## config.mk

```make
export PLATFORM = sky130hd
export DESIGN_NAME = mwc_front
export DESIGN_NICKNAME = d
export VERILOG_FILES = /design/src/rtl/core/mwc_pkg.sv /design/src/rtl/core/mwc_front.sv
export SDC_FILE = /design/constraint.sdc
export NUM_CORES = 2
export LEC_CHECK = 0
export BUFFER_PORTS_ARGS = -buffer_cell sky130_fd_sc_hd__buf_2
export CAP_MARGIN = 20
export CORE_MARGIN = 5
export CORE_UTILIZATION = 35
export DETAILED_ROUTE_END_ITERATION = 7
export GPL_TIMING_DRIVEN = 1
export PLACE_DENSITY = 0.49
export SETUP_SLACK_MARGIN = 0.5
export SKIP_LAST_GASP = 1
export SYNTH_ARGS = -nofsm -noshare
export SYNTH_HDL_FRONTEND = slang
export SYNTH_SLANG_ARGS = --single-unit
```

## constraint.sdc

```tcl
create_clock -name aclk -period 11.65 [get_ports aclk]
set_input_delay 0.5825 -clock aclk [delete_from_list [all_inputs] [get_ports aclk]]
set_output_delay 0.5825 -clock aclk [all_outputs]
set_load 0.01 [all_outputs]
```

## src/rtl/core/mwc_pkg.sv

```systemverilog
// ----------------------------------------------------------------------------
// mwc_pkg
// Shared widths, register codes, reset values and lane types for the
// mecanum wheel command pipeline.
// ----------------------------------------------------------------------------
package mwc_pkg;

    // wheel order: front left, front right, rear left, rear right
    localparam int WHEELS     = 4;
    localparam int VEL_W      = 16;
    localparam int WHEEL_W    = 18;
    localparam int MAG_W      = 17;
    localparam int PROD_W     = 2 * MAG_W;
    localparam int LIMIT_W    = 17;
    localparam int GAIN_W     = 16;
    localparam int RPM_W      = 16;
    localparam int MASK_W     = 4;
    localparam int RPM_SHIFT  = 18;
    localparam int MUL_W      = MAG_W + GAIN_W;
    localparam int SHR_W      = MUL_W - RPM_SHIFT;

    // configuration port
    localparam int CFG_IDX_W  = 2;
    localparam int CFG_DATA_W = 17;

    localparam logic [CFG_IDX_W-1:0] REG_SPEED_LIMIT = 2'd0;
    localparam logic [CFG_IDX_W-1:0] REG_RPM_GAIN    = 2'd1;
    localparam logic [CFG_IDX_W-1:0] REG_RPM_CAP     = 2'd2;
    localparam logic [CFG_IDX_W-1:0] REG_MIRROR_MASK = 2'd3;

    localparam logic [LIMIT_W-1:0] SPEED_LIMIT_RST = 17'd2048;
    localparam logic [GAIN_W-1:0]  RPM_GAIN_RST    = 16'd60928;
    localparam logic [RPM_W-1:0]   RPM_CAP_RST     = 16'd3000;
    localparam logic [MASK_W-1:0]  MIRROR_MASK_RST = 4'd10;

    // stream widths, one lane of the result is a dir bit and an rpm field
    localparam int S_DATA_W = 48;
    localparam int LANE_W   = 1 + RPM_W;
    localparam int M_DATA_W = 72;

    typedef logic signed [WHEEL_W-1:0] wheel_t;
    typedef logic [MAG_W-1:0]          mag_t;
    typedef logic [PROD_W-1:0]         prod_t;
    typedef logic [MUL_W-1:0]          mul_t;
    typedef logic [RPM_W-1:0]          rpm_t;

    // per-item side information that rides along the divider
    typedef struct packed {
        logic [WHEELS-1:0] neg;
        logic              scale;
        mag_t [WHEELS-1:0] mag;
    } side_t;

endpackage

```

## src/rtl/core/mwc_front.sv

```systemverilog
// ----------------------------------------------------------------------------
// mwc_front
// Two stages: wheel sums with sign and magnitude, then the largest magnitude,
// the scale decision and the magnitude-times-limit products for the divider.
// ----------------------------------------------------------------------------
module mwc_front
    import mwc_pkg::*;
(
    input  logic                      aclk,
    input  logic                      aresetn,
    input  logic                      in_valid,
    output logic                      in_ready,
    input  logic signed [VEL_W-1:0]   in_side_speed,
    input  logic signed [VEL_W-1:0]   in_forward_speed,
    input  logic signed [VEL_W-1:0]   in_turn_speed,
    input  logic [LIMIT_W-1:0]        speed_limit,
    output logic                      out_valid,
    input  logic                      out_ready,
    output prod_t [WHEELS-1:0]        out_num,
    output mag_t                      out_den,
    output side_t                     out_side
);

    logic              vld1_reg;
    logic              vld2_reg;
    logic              rdy1;
    logic              rdy2;
    mag_t [WHEELS-1:0] mag1_reg;
    logic [WHEELS-1:0] neg1_reg;
    mag_t [WHEELS-1:0] mag1_next;
    logic [WHEELS-1:0] neg1_next;
    prod_t [WHEELS-1:0] num2_reg;
    mag_t              den2_reg;
    side_t             side2_reg;
    prod_t [WHEELS-1:0] num2_next;
    mag_t              max01;
    mag_t              max23;
    mag_t              max_all;

    assign rdy2     = !vld2_reg || out_ready;
    assign rdy1     = !vld1_reg || rdy2;
    assign in_ready = rdy1;

    // wheel sums, sign and magnitude
    always_comb begin
        wheel_t s;
        wheel_t f;
        wheel_t t;
        wheel_t w [WHEELS];
        wheel_t nw;
        s = {{(WHEEL_W-VEL_W){in_side_speed[VEL_W-1]}}, in_side_speed};
        f = {{(WHEEL_W-VEL_W){in_forward_speed[VEL_W-1]}}, in_forward_speed};
        t = {{(WHEEL_W-VEL_W){in_turn_speed[VEL_W-1]}}, in_turn_speed};
        w[0] = f + s + t;
        w[1] = f - s - t;
        w[2] = f - s + t;
        w[3] = f + s - t;
        for (int l = 0; l < WHEELS; l++) begin
            nw           = -w[l];
            neg1_next[l] = w[l][WHEEL_W-1];
            mag1_next[l] = w[l][WHEEL_W-1] ? nw[MAG_W-1:0] : w[l][MAG_W-1:0];
        end
    end

    always_ff @(posedge aclk) begin
        if (!aresetn) begin
            vld1_reg <= 1'b0;
        end else if (rdy1) begin
            vld1_reg <= in_valid;
        end
    end

    always_ff @(posedge aclk) begin
        if (rdy1 && in_valid) begin
            mag1_reg <= mag1_next;
            neg1_reg <= neg1_next;
        end
    end

    // largest magnitude and products for the scaling divide
    assign max01   = (mag1_reg[0] > mag1_reg[1]) ? mag1_reg[0] : mag1_reg[1];
    assign max23   = (mag1_reg[2] > mag1_reg[3]) ? mag1_reg[2] : mag1_reg[3];
    assign max_all = (max01 > max23) ? max01 : max23;

    always_comb begin
        for (int l = 0; l < WHEELS; l++) begin
            num2_next[l] = prod_t'(mag1_reg[l]) * prod_t'(speed_limit);
        end
    end

    always_ff @(posedge aclk) begin
        if (!aresetn) begin
            vld2_reg <= 1'b0;
        end else if (rdy2) begin
            vld2_reg <= vld1_reg;
        end
    end

    always_ff @(posedge aclk) begin
        if (rdy2 && vld1_reg) begin
            num2_reg        <= num2_next;
            den2_reg        <= max_all;
            side2_reg.neg   <= neg1_reg;
            side2_reg.scale <= (max_all > speed_limit);
            side2_reg.mag   <= mag1_reg;
        end
    end

    assign out_valid = vld2_reg;
    assign out_num   = num2_reg;
    assign out_den   = den2_reg;
    assign out_side  = side2_reg;

endmodule

```

==> reports/qor.yml <==
outcome: "complete, no violations"
grt_pass1_vias: 42200
drtIter0Drc: 2671
cts_buffer_depth: 3
cts_hold_buf: 0
arrival_ns: 8.33
setup_viol: 0
max_slew_margin_pct: 27.0
cp.required_ns: 12.03
clock_sinks: 297
grt_pass1_wl_mm: 261
synth_mux_area_share_pct: 1.04
rsz0062_at_grt: "false"
core_sq_mm: 0.154
finalMaxSlewViolations: 0
skew_ns: 0.0362
io_pins: 297
dieArea_sq_mm: 0.162
synth_area_sq_mm: 0.0541
dr.pass1.iters: 5
gp_congestion: 0.908
ys_ff_latch: 297
grt.total_usage_pct: 21.1
netlist_top_cells_count: "inv_1 (1,198), fa_1 (902), nand2_1 (860)"
start_util_pct: 35.1
antenna_left: 0
dp_cells: 7988
clk_latency_ns: 0.65
yosys.area_share.xor_xnor_pct: 3.91
critPathLaunchType: "register"
synth-compound-area-share_pct: 7.50
wl_mm: 171
cts_tree: "yes"
setup_tns_ns: 0
post-route-min-period_ns: 7.95
cts_resized: 0
min_period_over_period_pct: 68.2
antenna_found_initial: 13
cts_buffers: 41
layout-drive-gt1-share_pct: 8.14
synthSimpleGateAreaFrac_pct: 13.5
fmax_ghz: 0.126
cts-root-buf: "clkbuf_16"
ctsHtreeMaxLevel: 2
die_h_microns: 403
grt_max_degree: 67
die_w_microns: 403
port_buffers: 296
routed_via_density: 5.03
synth_seq_area_share_pct: 16.5
yosysMostFrequentCell: "inv_1"
yosysTopAreaCell: "fa_1"
row_count: 144
worst-slew-pin-transition_ns: 1.10
syn_nets: 7384
via_count: 40600
syn_inst: 5809
async_flop_share_pct: 0
synthFlopType: "edfxtp_1"
finalHoldViolCount: 0
path_max_fanout: 16
post_drt_wl_per_cell_microns: 21.2
ys_top_cells_by_area: "fa_1 (33%), edfxtp_1 (16%), ha_1 (14%), inv_1 (8.3%), nand2_1 (6.0%)"
overflow: 0
largest_reg_flops: 135
cp-end-kind: "register"
final_cells: 8067
dpl.hpwl_mm: 135
clkTransAtPathRegs_ns: 0.06
ys_types: 84
final_net_count: 7562
synth_top_area_share_pct: 33.4
crit_type: "register to register"
cts_setup_buffers: 0
synth_top_family_by_area: "adder cells"
yosysWarnings: 0
hold_class: "input port to register"
synthToLayoutAreaGrowth_pct: 9.66
synthAdderAreaFrac_pct: 47.4
drc: 0
drv_cap: 0
synth-edff-count: 295
synth.avg_cell_area_sq_um: 9.30
[critical path: stages (launching register included)]
cell	delay, ns
edfxtp_1	0.96
nand2_1	0.17
fa_1	0.54
inv_1	0.05
fa_1	0.49
inv_1	0.06
fa_1	0.51
inv_1	0.06
fa_1	0.53
inv_1	0.06
fa_1	0.48
inv_1	0.05
fa_1	0.43
ha_1	0.38
a211o_1	0.32
o32a_1	0.32
a21o_1	0.21
a211oi_1	0.67
o21ai_0	0.46
o21ai_0	0.51
o21bai_1	0.12
a21o_1	0.20
xor2_1	0.13
[path summary, 6_finish.rpt]
path / slack [ns] / start / cells after the start / to
worst max-delay path: 3.70 / mag1_reg[59] / 22 / out_num[133]
worst min-delay path: 0.17 / aresetn / 2 / out_valid
worst max register to register: 3.70 / mag1_reg[59] / 22 / out_num[133]
worst min register to register: 0.43 / neg1_reg[2] / 0 / out_side[71]
[cell type report]
cell class              instances  area (sq um)
well taps                    2044          2560
repair buffers                391          2210
flip-flops and latches        297          8900
clock inverters                29           373
diodes                          4          10.0
fillers                     15600         94600
inverters                    1205          4520
clock buffers                  46          1040
multi-input cells            4051         39600
[layer usage]
metal / up-vias / global-route usage, % / part of all wire, %
li1: 18400 / - / -
met1: 20600 / 29.5 / 45
met2: 1327 / 33.5 / 45
met3: 230 / 3.13 / 6.7
met4: 4 / 6.88 / 3.8
met5: - / 0 / 0.019
[cell usage in the layout (no fill, tap or decap), types with 25 or more instances in the layout]
| cell | n |
|---|---|
| a31oi_1 | 27 |
| and2_1 | 197 |
| o21bai_1 | 25 |
| inv_1 | 1198 |
| nor2_1 | 326 |
| buf_4 | 94 |
| a21o_1 | 93 |
| fa_1 | 902 |
| o31ai_1 | 30 |
| a21oi_1 | 166 |
| nand4_1 | 32 |
| o21a_1 | 40 |
| edfxtp_1 | 295 |
| mux2i_1 | 54 |
| nor3_1 | 37 |
| nand2b_1 | 35 |
| nand3_1 | 37 |
| nand2_1 | 860 |
| clkbuf_16 | 41 |
| xnor2_1 | 179 |
| o21ai_0 | 87 |
| buf_2 | 296 |
| ha_1 | 604 |
| nor2b_1 | 34 |
| xor2_1 | 62 |
[per-stage QoR]
step	util [%]	hold slack (ns)	cell area (sq um)	setup slack, ns
6_report	38.5	0.166	59300	3.70
5_1_grt	38.5	0.141	59300	3.28
4_1_cts	38.5	0.118	59300	3.67
3_5_place_dp	37.6	0.405	57800	3.38
3_3_place_gp	37.6	0.413	57800	3.20
2_1_floorplan	-	0.400	54100	4.66
[cell families (layout without fill, tap and decap cells)]
family / Yosys count / after routing
adder cells (fa/ha/maj): 1506 / 1506
XOR/XNOR: 241 / 241
buffers and inverters: 1461 / 1671
other: 0 / 4
flip-flops: 297 / 297
multiplexers: 56 / 56
AO/OA/AOI/OAI: 604 / 604
AND/OR/NAND/NOR: 1644 / 1644
Power is not shown: default switching activity piles up to over one toggle a cycle in this logic, so the estimate is an artifact.
