$ cat config.mk
export PLATFORM = sky130hd
export DESIGN_NAME = mwc_back
export DESIGN_NICKNAME = d
export VERILOG_FILES = /design/src/rtl/core/mwc_pkg.sv /design/src/rtl/core/mwc_back.sv
export SDC_FILE = /design/constraint.sdc
export NUM_CORES = 2
export LEC_CHECK = 0
export BUFFER_PORTS_ARGS = -buffer_cell sky130_fd_sc_hd__buf_4
export CAP_MARGIN = 40
export CORE_ASPECT_RATIO = 1.5
export CORE_MARGIN = 3
export CORE_UTILIZATION = 40
export CTS_BUF_LIST = sky130_fd_sc_hd__clkbuf_8
export DETAILED_ROUTE_END_ITERATION = 16
export HOLD_SLACK_MARGIN = 0.02
export SETUP_SLACK_MARGIN = 0.2
export SKIP_CTS_REPAIR_TIMING = 1
export SLEW_MARGIN = 20
export SYNTH_ARGS = -nofsm -noshare
export SYNTH_HDL_FRONTEND = slang
export SYNTH_SLANG_ARGS = --single-unit
$ cat constraint.sdc
create_clock -name aclk -period 7 [get_ports aclk]
set_clock_uncertainty 0.1 [all_clocks]
set_input_delay 0.35 -clock aclk [delete_from_list [all_inputs] [get_ports aclk]]
set_output_delay 0.35 -clock aclk [all_outputs]
set_load 0.01 [all_outputs]
$ cat src/rtl/core/mwc_pkg.sv
// ----------------------------------------------------------------------------
// mwc_pkg
// Shared widths, register codes, reset values and lane types for the
// mecanum wheel command pipeline.
// ----------------------------------------------------------------------------
package mwc_pkg;

    // wheel order: front left, front right, rear left, rear right
    localparam int WHEELS     = 4;
    localparam int VEL_W      = 16;
    localparam int WHEEL_W    = 18;
    localparam int MAG_W      = 17;
    localparam int PROD_W     = 2 * MAG_W;
    localparam int LIMIT_W    = 17;
    localparam int GAIN_W     = 16;
    localparam int RPM_W      = 16;
    localparam int MASK_W     = 4;
    localparam int RPM_SHIFT  = 18;
    localparam int MUL_W      = MAG_W + GAIN_W;
    localparam int SHR_W      = MUL_W - RPM_SHIFT;

    // configuration port
    localparam int CFG_IDX_W  = 2;
    localparam int CFG_DATA_W = 17;

    localparam logic [CFG_IDX_W-1:0] REG_SPEED_LIMIT = 2'd0;
    localparam logic [CFG_IDX_W-1:0] REG_RPM_GAIN    = 2'd1;
    localparam logic [CFG_IDX_W-1:0] REG_RPM_CAP     = 2'd2;
    localparam logic [CFG_IDX_W-1:0] REG_MIRROR_MASK = 2'd3;

    localparam logic [LIMIT_W-1:0] SPEED_LIMIT_RST = 17'd2048;
    localparam logic [GAIN_W-1:0]  RPM_GAIN_RST    = 16'd60928;
    localparam logic [RPM_W-1:0]   RPM_CAP_RST     = 16'd3000;
    localparam logic [MASK_W-1:0]  MIRROR_MASK_RST = 4'd10;

    // stream widths, one lane of the result is a dir bit and an rpm field
    localparam int S_DATA_W = 48;
    localparam int LANE_W   = 1 + RPM_W;
    localparam int M_DATA_W = 72;

    typedef logic signed [WHEEL_W-1:0] wheel_t;
    typedef logic [MAG_W-1:0]          mag_t;
    typedef logic [PROD_W-1:0]         prod_t;
    typedef logic [MUL_W-1:0]          mul_t;
    typedef logic [RPM_W-1:0]          rpm_t;

    // per-item side information that rides along the divider
    typedef struct packed {
        logic [WHEELS-1:0] neg;
        logic              scale;
        mag_t [WHEELS-1:0] mag;
    } side_t;

endpackage

$ cat src/rtl/core/mwc_back.sv
// ----------------------------------------------------------------------------
// mwc_back
// Two stages: rpm gain multiply, then shift, sign handling, rpm cap and the
// direction bit with mirroring. The second stage is the output register.
// ----------------------------------------------------------------------------
module mwc_back
    import mwc_pkg::*;
(
    input  logic                aclk,
    input  logic                aresetn,
    input  logic                in_valid,
    output logic                in_ready,
    input  mag_t [WHEELS-1:0]   in_quot,
    input  side_t               in_side,
    input  logic [GAIN_W-1:0]   rpm_gain,
    input  logic [RPM_W-1:0]    rpm_cap,
    input  logic [MASK_W-1:0]   mirror_mask,
    output logic                out_valid,
    input  logic                out_ready,
    output logic [WHEELS-1:0]   out_dir,
    output rpm_t [WHEELS-1:0]   out_rpm
);

    logic              vld1_reg;
    logic              vld2_reg;
    logic              rdy1;
    logic              rdy2;
    mul_t [WHEELS-1:0] mul1_reg;
    logic [WHEELS-1:0] neg1_reg;
    mul_t [WHEELS-1:0] mul1_next;
    logic [WHEELS-1:0] dir2_reg;
    rpm_t [WHEELS-1:0] rpm2_reg;
    logic [WHEELS-1:0] dir2_next;
    rpm_t [WHEELS-1:0] rpm2_next;

    assign rdy2     = !vld2_reg || out_ready;
    assign rdy1     = !vld1_reg || rdy2;
    assign in_ready = rdy1;

    // pick scaled or plain magnitude, times the gain
    always_comb begin
        mag_t a;
        for (int l = 0; l < WHEELS; l++) begin
            a            = in_side.scale ? in_quot[l] : in_side.mag[l];
            mul1_next[l] = mul_t'(a) * mul_t'(rpm_gain);
        end
    end

    always_ff @(posedge aclk) begin
        if (!aresetn) begin
            vld1_reg <= 1'b0;
        end else if (rdy1) begin
            vld1_reg <= in_valid;
        end
    end

    always_ff @(posedge aclk) begin
        if (rdy1 && in_valid) begin
            mul1_reg <= mul1_next;
            neg1_reg <= in_side.neg;
        end
    end

    // shift to rpm, cap and direction; the product bound keeps the shifted
    // value under 2^15, so int16 saturation has nothing left to clip
    always_comb begin
        logic [SHR_W-1:0] r;
        rpm_t             m;
        logic             neg_eff;
        for (int l = 0; l < WHEELS; l++) begin
            r            = mul1_reg[l][MUL_W-1:RPM_SHIFT];
            m            = rpm_t'(r);
            neg_eff      = neg1_reg[l] && (r != '0);
            rpm2_next[l] = (m > rpm_cap) ? rpm_cap : m;
            dir2_next[l] = neg_eff ^ mirror_mask[l];
        end
    end

    always_ff @(posedge aclk) begin
        if (!aresetn) begin
            vld2_reg <= 1'b0;
        end else if (rdy2) begin
            vld2_reg <= vld1_reg;
        end
    end

    always_ff @(posedge aclk) begin
        if (rdy2 && vld1_reg) begin
            dir2_reg <= dir2_next;
            rpm2_reg <= rpm2_next;
        end
    end

    assign out_valid = vld2_reg;
    assign out_dir   = dir2_reg;
    assign out_rpm   = rpm2_reg;

endmodule

==> impl_metrics.xml <==
<?xml version="1.0" encoding="UTF-8"?>
<metrics>
  <group name="run_status">
    <metric name="status" unit="">complete, no violations</metric>
  </group>
  <group name="die">
    <metric name="floorplan.die.width" unit="um">268.9</metric>
    <metric name="core-area" unit="um^2">102900</metric>
    <metric name="design.die.area" unit="um^2">107700</metric>
    <metric name="num_rows" unit="">144</metric>
    <metric name="floorplan.initialDensity" unit="">0.4031</metric>
    <metric name="die_y" unit="um">400.4</metric>
    <metric name="boundaryPins" unit="">251</metric>
  </group>
  <group name="cts">
    <metric name="cts-buffers-inserted" unit="">17</metric>
    <metric name="worstSkewPairLatency" unit="ns">0.46</metric>
    <metric name="clock_transition_at_path_regs" unit="ns">0.08</metric>
    <metric name="tritoncts" unit="">yes</metric>
    <metric name="clock_tree.htree_level_count" unit="">4</metric>
    <metric name="clock_net_sink_count" unit="">134</metric>
    <metric name="clock-root-buffer" unit="">clkbuf_8</metric>
    <metric name="buffer_levels_on_the_longest_clock_path" unit="">2</metric>
  </group>
  <group name="logic_synthesis">
    <metric name="postSynthAreaPerCell" unit="um^2">9.365</metric>
    <metric name="synth.ff_latch_count" unit="">134</metric>
    <metric name="netlist_instances" unit="">4428</metric>
    <metric name="synth_edf_count" unit="">132</metric>
    <metric name="synthesis.area" unit="um^2">41470</metric>
    <metric name="synthFlopType" unit="">edfxtp_1</metric>
    <metric name="yosys.area.top_type_share" unit="">0.3997</metric>
    <metric name="synth.yosys.warnings" unit="">0</metric>
    <metric name="synth.distinct_cells" unit="">77</metric>
    <metric name="synth_sequential_area_ratio" unit="">0.09655</metric>
    <metric name="synthTopCellsByArea" unit="">fa_1, ha_1, edfxtp_1</metric>
    <metric name="synth_top_area_cell" unit="">fa_1</metric>
    <metric name="async_reset_ff_frac" unit="">0</metric>
  </group>
  <group name="sta">
    <metric name="post-route-min-period" unit="ns">6.551</metric>
    <metric name="final_min_period_over_clock_period" unit="">0.9359</metric>
    <metric name="setup_tns_after_final_layout" unit="ns">0</metric>
    <metric name="timing_worst_slew_pin_value" unit="ns">0.8368</metric>
    <metric name="max_slew_margin" unit="">0.4421</metric>
    <metric name="final-hold-violation-count" unit="">0</metric>
    <metric name="max_freq" unit="MHz">152.6</metric>
    <metric name="slew_violations" unit="">0</metric>
    <metric name="setup_viol" unit="">0</metric>
    <metric name="rsz0062_at_grt" unit="">false</metric>
  </group>
  <group name="setup_path">
    <metric name="arrival" unit="ns">6.72</metric>
    <metric name="critical_path_required" unit="ns">7.17</metric>
    <metric name="path_class" unit="">input port to flip-flop</metric>
    <metric name="worstSetupEndpointType" unit="">flip-flop</metric>
    <metric name="critPathLaunchType" unit="">input port</metric>
    <metric name="cp_max_fo" unit="">20</metric>
  </group>
  <group name="place">
    <metric name="portBuffers" unit="">250</metric>
    <metric name="place.detailed.hpwl" unit="um">97880</metric>
    <metric name="dp.cells" unit="">6064</metric>
    <metric name="gpl.final_weighted_congestion" unit="">0.8996</metric>
  </group>
  <group name="global_routing">
    <metric name="via_count_of_the_first_global_routing_pass" unit="">33640</metric>
    <metric name="global_route.overflow_total" unit="">0</metric>
    <metric name="grt_first_pass_wirelength" unit="um">186200</metric>
    <metric name="grt_use_total" unit="">0.2218</metric>
    <metric name="grt_max_degree" unit="">65</metric>
    <metric name="grt_antenna_before_repair" unit="">2</metric>
  </group>
  <group name="routing">
    <metric name="detail_route.iter0.violations" unit="">1670</metric>
    <metric name="detail-route-antenna-nets" unit="">0</metric>
    <metric name="count_of_vias_placed_by_the_detailed_router" unit="">30900</metric>
    <metric name="drtPass1Iterations" unit="">5</metric>
    <metric name="drt-vias-per-instance" unit="">5.062</metric>
    <metric name="detail_route.wl_per_cell" unit="um">19.28</metric>
    <metric name="final_wl" unit="um">117700</metric>
    <metric name="post-route-drc-count" unit="">0</metric>
  </group>
  <group name="finish">
    <metric name="largest_register_ffs" unit="">64</metric>
    <metric name="register_area" unit="um^2">4004</metric>
    <metric name="fillCellCount" unit="">9936</metric>
    <metric name="final_layout_size_suffix_gt1_frac" unit="">0.1230</metric>
    <metric name="layoutNonFillerInstCount" unit="">6104</metric>
    <metric name="multiInputGateArea" unit="um^2">33220</metric>
    <metric name="synthesis_to_layout_area_growth" unit="%">12.42</metric>
    <metric name="fin_nets" unit="">6180</metric>
  </group>
  <group name="min_path">
    <metric name="worstHoldPathType" unit="">input port to flip-flop</metric>
  </group>
  <group name="run">
    <metric name="cap_viol_max_count" unit="">0</metric>
  </group>
</metrics>
==> area by class of cell <==
type | instances | area share
timing repair buffer | 455 | 0.07950
clock buffer | 17 | 0.005019
antenna | 2 | 0.0001074
tap | 1387 | 0.03722
inverter | 941 | 0.07576
clock inverter | 14 | 0.003972
sequential | 134 | 0.08588
multi-input combinational | 3154 | 0.7125
==> critical path, cell delays in order <==
cell      delay [ns]
buf_4           0.13
buf_12          0.17
mux2_2          0.40
buf_4           0.23
nand2_1         0.09
fa_1            0.55
inv_1           0.05
fa_1            0.58
fa_1            0.46
fa_1            0.47
fa_1            0.49
inv_1           0.05
fa_1            0.47
inv_1           0.06
ha_1            0.35
o21ai_1         0.10
o21ai_0         0.24
a21boi_0        0.13
o311a_1         0.23
o41a_1          0.51
o21ai_2         0.21
a21oi_1         0.11
xnor2_1         0.25
==> cell usage in the layout (no fill, tap or decap), types with 64 or more instances in the layout <==
cell and n:
a21o_1 64, a21oi_1 98, and2_1 493, buf_4 429
edfxtp_1 132, fa_1 828, ha_1 468, inv_1 941
mux2_2 75, nand2_1 658
==> kinds of logic (layout without fill, tap and decap cells) <==
kind of cell | after synthesis | count (layout) | synth area share
buffers and inverters | 1143 | 1427 | 0.1038
XOR/XNOR | 72 | 72 | 0.01521
multiplexers | 115 | 115 | 0.03120
other | 1 | 6 | 0.00009043
AO/OA/AOI/OAI | 324 | 324 | 0.05232
AND/OR/NAND/NOR | 1343 | 1343 | 0.1599
adder cells (fa/ha/maj) | 1296 | 1296 | 0.5409
flip-flops | 134 | 134 | 0.09655
==> metal layers <==
| layer | vias to the layer above | wire length (um) | GRT usage |
|---|---|---|---|
| met5 | - | 0 | 0 |
| met4 | 0 | 3882 | 0.06903 |
| met3 | 179 | 5663 | 0.01988 |
| met2 | 845 | 60050 | 0.3936 |
| met1 | 15780 | 48110 | 0.2847 |
| li1 | 14090 | - | - |
==> metrics by stage <==
step / worst slack [ns] / instance area (um^2) / utilization / hold slack, ns
2_1_floorplan: 0.2834 / 41480 / - / 0.3489
3_3_place_gp: -0.07692 / 46050 / 0.4476 / 0.4188
3_5_place_dp: -0.07789 / 46050 / 0.4476 / 0.4166
4_1_cts: 0.3974 / 46470 / 0.4517 / -0.06318
5_1_grt: 0.2011 / 46620 / 0.4531 / 0.03897
6_report: 0.4486 / 46620 / 0.4532 / 0.02849
==> final timing paths <==
kind	start	to	slack, ns	depth (start not counted)
setup / recovery	in_side[68]	mul1_reg[29]	0.45	23
hold / removal	in_valid	vld1_reg	0.03	3
setup reg to reg	mul1_reg[85]	out_rpm[34]	4.01	9
hold reg to reg	vld1_reg	out_valid	0.45	1
==> synthesized netlist by cell type, types with 4 or more instances <==
library cell	number
xnor2_1	55
o22ai_1	7
nor2b_1	11
o21a_1	9
nor2_1	45
inv_1	940
buf_2	7
o21bai_1	10
edfxtp_1	132
xor2_1	17
nand4_1	28
o211ai_1	6
o21ai_1	25
o21ai_0	28
a221oi_1	6
nand2b_1	7
nor3_1	16
a21o_1	64
clkbuf_1	194
ha_1	468
mux2_2	79
a21oi_1	99
and3_1	12
a31oi_1	8
and2_1	494
nand3b_1	7
fa_1	828
a211oi_1	12
nand2_1	658
nand3_1	34
nand4b_1	4
mux2_1	35
nor4_1	16
Power is left out: the tool's default activity adds up to more than one toggle a clock period on the data nets, which glitch-free logic cannot reach.
